### src/rtl/imuwmc_ram.sv
// Generic single-write, single-read synchronous RAM with registered read.
// No dependencies.
`default_nettype none
module imuwmc_ram #(
  parameter int unsigned Width = 8,
  parameter int unsigned Depth = 16
) (
  input  wire logic                     clk_i,
  input  wire logic                     we_i,
  input  wire logic [$clog2(Depth)-1:0] waddr_i,
  input  wire logic [Width-1:0]         wdata_i,
  input  wire logic                     re_i,
  input  wire logic [$clog2(Depth)-1:0] raddr_i,
  output logic      [Width-1:0]         rdata_o
);

  logic [Width-1:0] mem_q [Depth];

  always_ff @(posedge clk_i) begin
    if (we_i) begin
      mem_q[waddr_i] <= wdata_i;
    end
    if (re_i) begin
      rdata_o <= mem_q[raddr_i];
    end
  end

endmodule
`default_nettype wire

### config.mk
export PLATFORM = sky130hd
export DESIGN_NAME = imuwmc_ram
export DESIGN_NICKNAME = d
export VERILOG_FILES = /design/src/rtl/imuwmc_ram.sv
export SDC_FILE = /design/constraint.sdc
export NUM_CORES = 1
export LEC_CHECK = 0
export BUFFER_PORTS_ARGS = -buffer_cell sky130_fd_sc_hd__buf_2
export CAP_MARGIN = 20
export CORE_MARGIN = 1.5
export CORE_UTILIZATION = 55
export CTS_CLUSTER_DIAMETER = 100
export DETAILED_ROUTE_END_ITERATION = 8
export PLACE_DENSITY = 0.73
export SLEW_MARGIN = 20
export SYNTH_ARGS = -nofsm -noshare
export SYNTH_HDL_FRONTEND = slang
export SYNTH_SLANG_ARGS = --single-unit
### constraint.sdc
create_clock -name clk_i -period 3 [get_ports clk_i]
set_input_delay 0.3 -clock clk_i [delete_from_list [all_inputs] [get_ports clk_i]]
set_output_delay 0.3 -clock clk_i [all_outputs]
set_load 0.01 [all_outputs]
==> metrics.md <==
| Metric | Value |
|---|---|
| Status | completed |
| Clock Skew | 5.662 ps |
| Root buffer cell | clkbuf_8 |
| Residual DRC | 0 |
| Slew Limit Headroom | 39.42% |
| Fill cell count | 601 |
| Share of cells above drive strength 1 | 28.77% |
| RR Startpoint | mem_q[9][1]$_DFFE_PP_ |
| Avg Inst Size Synth | 22.83 um^2 |
| Placed cell areas | 5505 um^2 |
| Worst hold stages | 1 |
| Vias/cell | 5.826 |
| Largest net degree at the start of global routing | 33 |
| Initial Util | 56.57% |
| Post-route worst setup slack | 1488 ps |
| Critical-path top delay cell | mux4_1 |
| Clk_lat worst skew | 510 ps |
| Max Slew Vio Count | 0 |
| CTS H-tree depth | 4 |
| CP required | 3250 ps |
| Worst hold path class | in2reg |
| Max incr delay on CP | 510 ps |
| CTS Hold Bufs | 0 |
| Crit path kind | reg2reg |
| Maximum vdd drop | 0.0003705 V |
| Routed length per instance | 23.21 um |
| Fin. Hold Viols | 0 |
| Synthesis-to-finish area growth | 15.73% |
| Final Util | 65.47% |
| CTS Sinks | 136 |
| Antenna cells | 0 |
| Rows | 35 |
| Cell chain of the critical path | mux4_1, a22oi_1, nand2_1 |
| Worst R2R Setup Slack | 1490 ps |
| Die Span Y | 100.5 um |
| Worst r2r path cells | 3 |
| Post-synthesis sequential area ratio | 78.12% |
| Antenna Nets Post-Route | 0 |
| Finished Cell Area | 6050 um^2 |
| Sw frac | 21.04% |
| Crit path launch | mem_q[9][1]$_DFFE_PP_ |
| Comb power frac | 4.5% |
| DRT Wirelength | 9611 um |
| Drt first pass iters | 4 |
| # Post-CTS Setup Buffers | 0 |
| Distinct cell type count of the synthesized netlist | 18 |
| DRT iter0 DRCs | 190 |
| Vias in the first global route | 2,481 |
| CTS max path bufs | 2 |
| GPL Wtd Cong | 0.7352 |
| Synthesis warning total | 0 |
| Post-Synthesis Cells | 229 |
| Total track usage | 21.14% |
| Switching power | 0.8834 mW |
| Fmax achieved | 0.6615 GHz |
| Fin nets | 291 |
| Tcrit/Tclk final | 50.39% |
| Unrepaired setup endpoints after global routing | false |
| CORE AREA | 9240 um^2 |
| TritonCTS Buffers | 17 |
| Register area | 4084 um^2 |
| Crit start category | flop |
| Setup TNS | 0 ps |
| Commonest non-fill, non-tap cell in the layout | edfxtp_1 |
| Number of port buffers | 26 |
| Syn nets | 248 |
| Internal power | 3.314 mW |
| Critical Path Fanout Max | 1 |
| FF+latch count, synth | 136 |
| CP endpoint kind | flop |
| Worst-Margin Slew | 905.4 ps |
| Clock share of power | 44.2% |
| Sequential group share of total power | 51.3% |
| IO Pins | 27 |
| Critical path arrival | 1760 ps |
| Post-cts resize count | 0 |
| Pwr/cell area | 693.9 nW/um^2 |
| Gr ovfl total | 0 |
| DP HPWL | 5887 um |
| Tmin final | 1512 ps |
| First-pass GRT wire length | 14,420 um |
| Cell area after synthesis | 5228 um^2 |
| Chip Width | 100.5 um |
| Hold Crit Start | re_i |
| Final Setup Violations | 0 |
| Clock-pin slew on the worst setup and hold paths | 60 ps |
| CTS tree | done |
| Commonest cells after routing, fill and taps aside | 136 x edfxtp_1, 26 x buf_2, 18 x mux4_2 |
| Footprint of the multi-input gates | 1057 um^2 |
| DP Worst Slack | 1020 ps |
| Antenna violations before repair | 0 |
| Worst hold slack | 160.7 ps |
| Max-capacitance violation count | 0 |
| Via Count | 2,412 |
| Static Leak | 2.002 nW |
| Die area | 10,100 um^2 |
==> critical path, delay by kind of cell, from the launching register on <==
kind	cells	cell delay, ps
compound gates	1	290
flops	1	360
mux	1	510
simple gates	1	90
==> state kept, by name, indices dropped and copies added (netlist names) <==
signal,cells
mem_q,128
rdata_o,8
==> routing by layer <==
layer  vias to the layer above  global-route usage [%]  routed length (um)
met2                        95                   33.07                4826
met3                        14                   5.617                 633
met5                         -                       0                   0
li1                       1069                       -                   -
met1                      1234                   28.66                3962
met4                         0                   8.992                 189
==> synthesized netlist by cell type, drive strengths merged <==
cell type | number | area share (%)
edfxtp | 136 | 78
mux4 | 32 | 15
a22oi | 16 | 2.3
nor2 | 13 | 0.93
nand2 | 9 | 0.65
buf | 7 | 1.1
nor3 | 4 | 0.38
clkdlybuf4s25 | 3 | 0.57
nand2b | 2 | 0.24
nand3b | 2 | 0.29
and2 | 1 | 0.12
and2b | 1 | 0.14
nand3 | 1 | 0.096
nor2b | 1 | 0.12
or3b | 1 | 0.17
==> power groups by stage <==
stage | clock (mW) | combinational, mW | sequential (mW)
2_1_floorplan | 0 | 0.108 | 2.19
3_3_place_gp | 0 | 0.185 | 2.19
3_5_place_dp | 0 | 0.189 | 2.19
4_1_cts | 1.88 | 0.190 | 2.16
5_1_grt | 1.95 | 0.204 | 2.16
6_report | 1.86 | 0.187 | 2.15
==> cell type report <==
type                            instances  area share, %
Sequential cell                       136          67.51
Multi-Input combinational cell         83          17.48
Clock inverter                         15          2.151
Clock buffer                           17          6.846
Timing Repair Buffer                   34          3.351
Tap cell                              129          2.668
==> kinds of logic after synthesis <==
| family | share of synthesized area [%] |
|---|---|
| simple gates | 3.136 |
| mux | 14.79 |
| flops | 78.12 |
| buf+inv | 1.651 |
| compound gates | 2.298 |
==> through the flow <==
step	cells	power [mW]
3_5_place_dp	382	2.384
4_1_cts	414	4.230
6_report	414	4.198
2_1_floorplan	229	2.301
3_3_place_gp	382	2.378
5_1_grt	414	4.315
==> worst paths after layout <==
kind	to
max	rdata_o[1]$_DFFE_PP_
min	rdata_o[0]$_DFFE_PP_
max reg2reg	rdata_o[1]$_DFFE_PP_
min reg2reg	rdata_o[1]$_DFFE_PP_
Power figures use the tool's default switching activity.
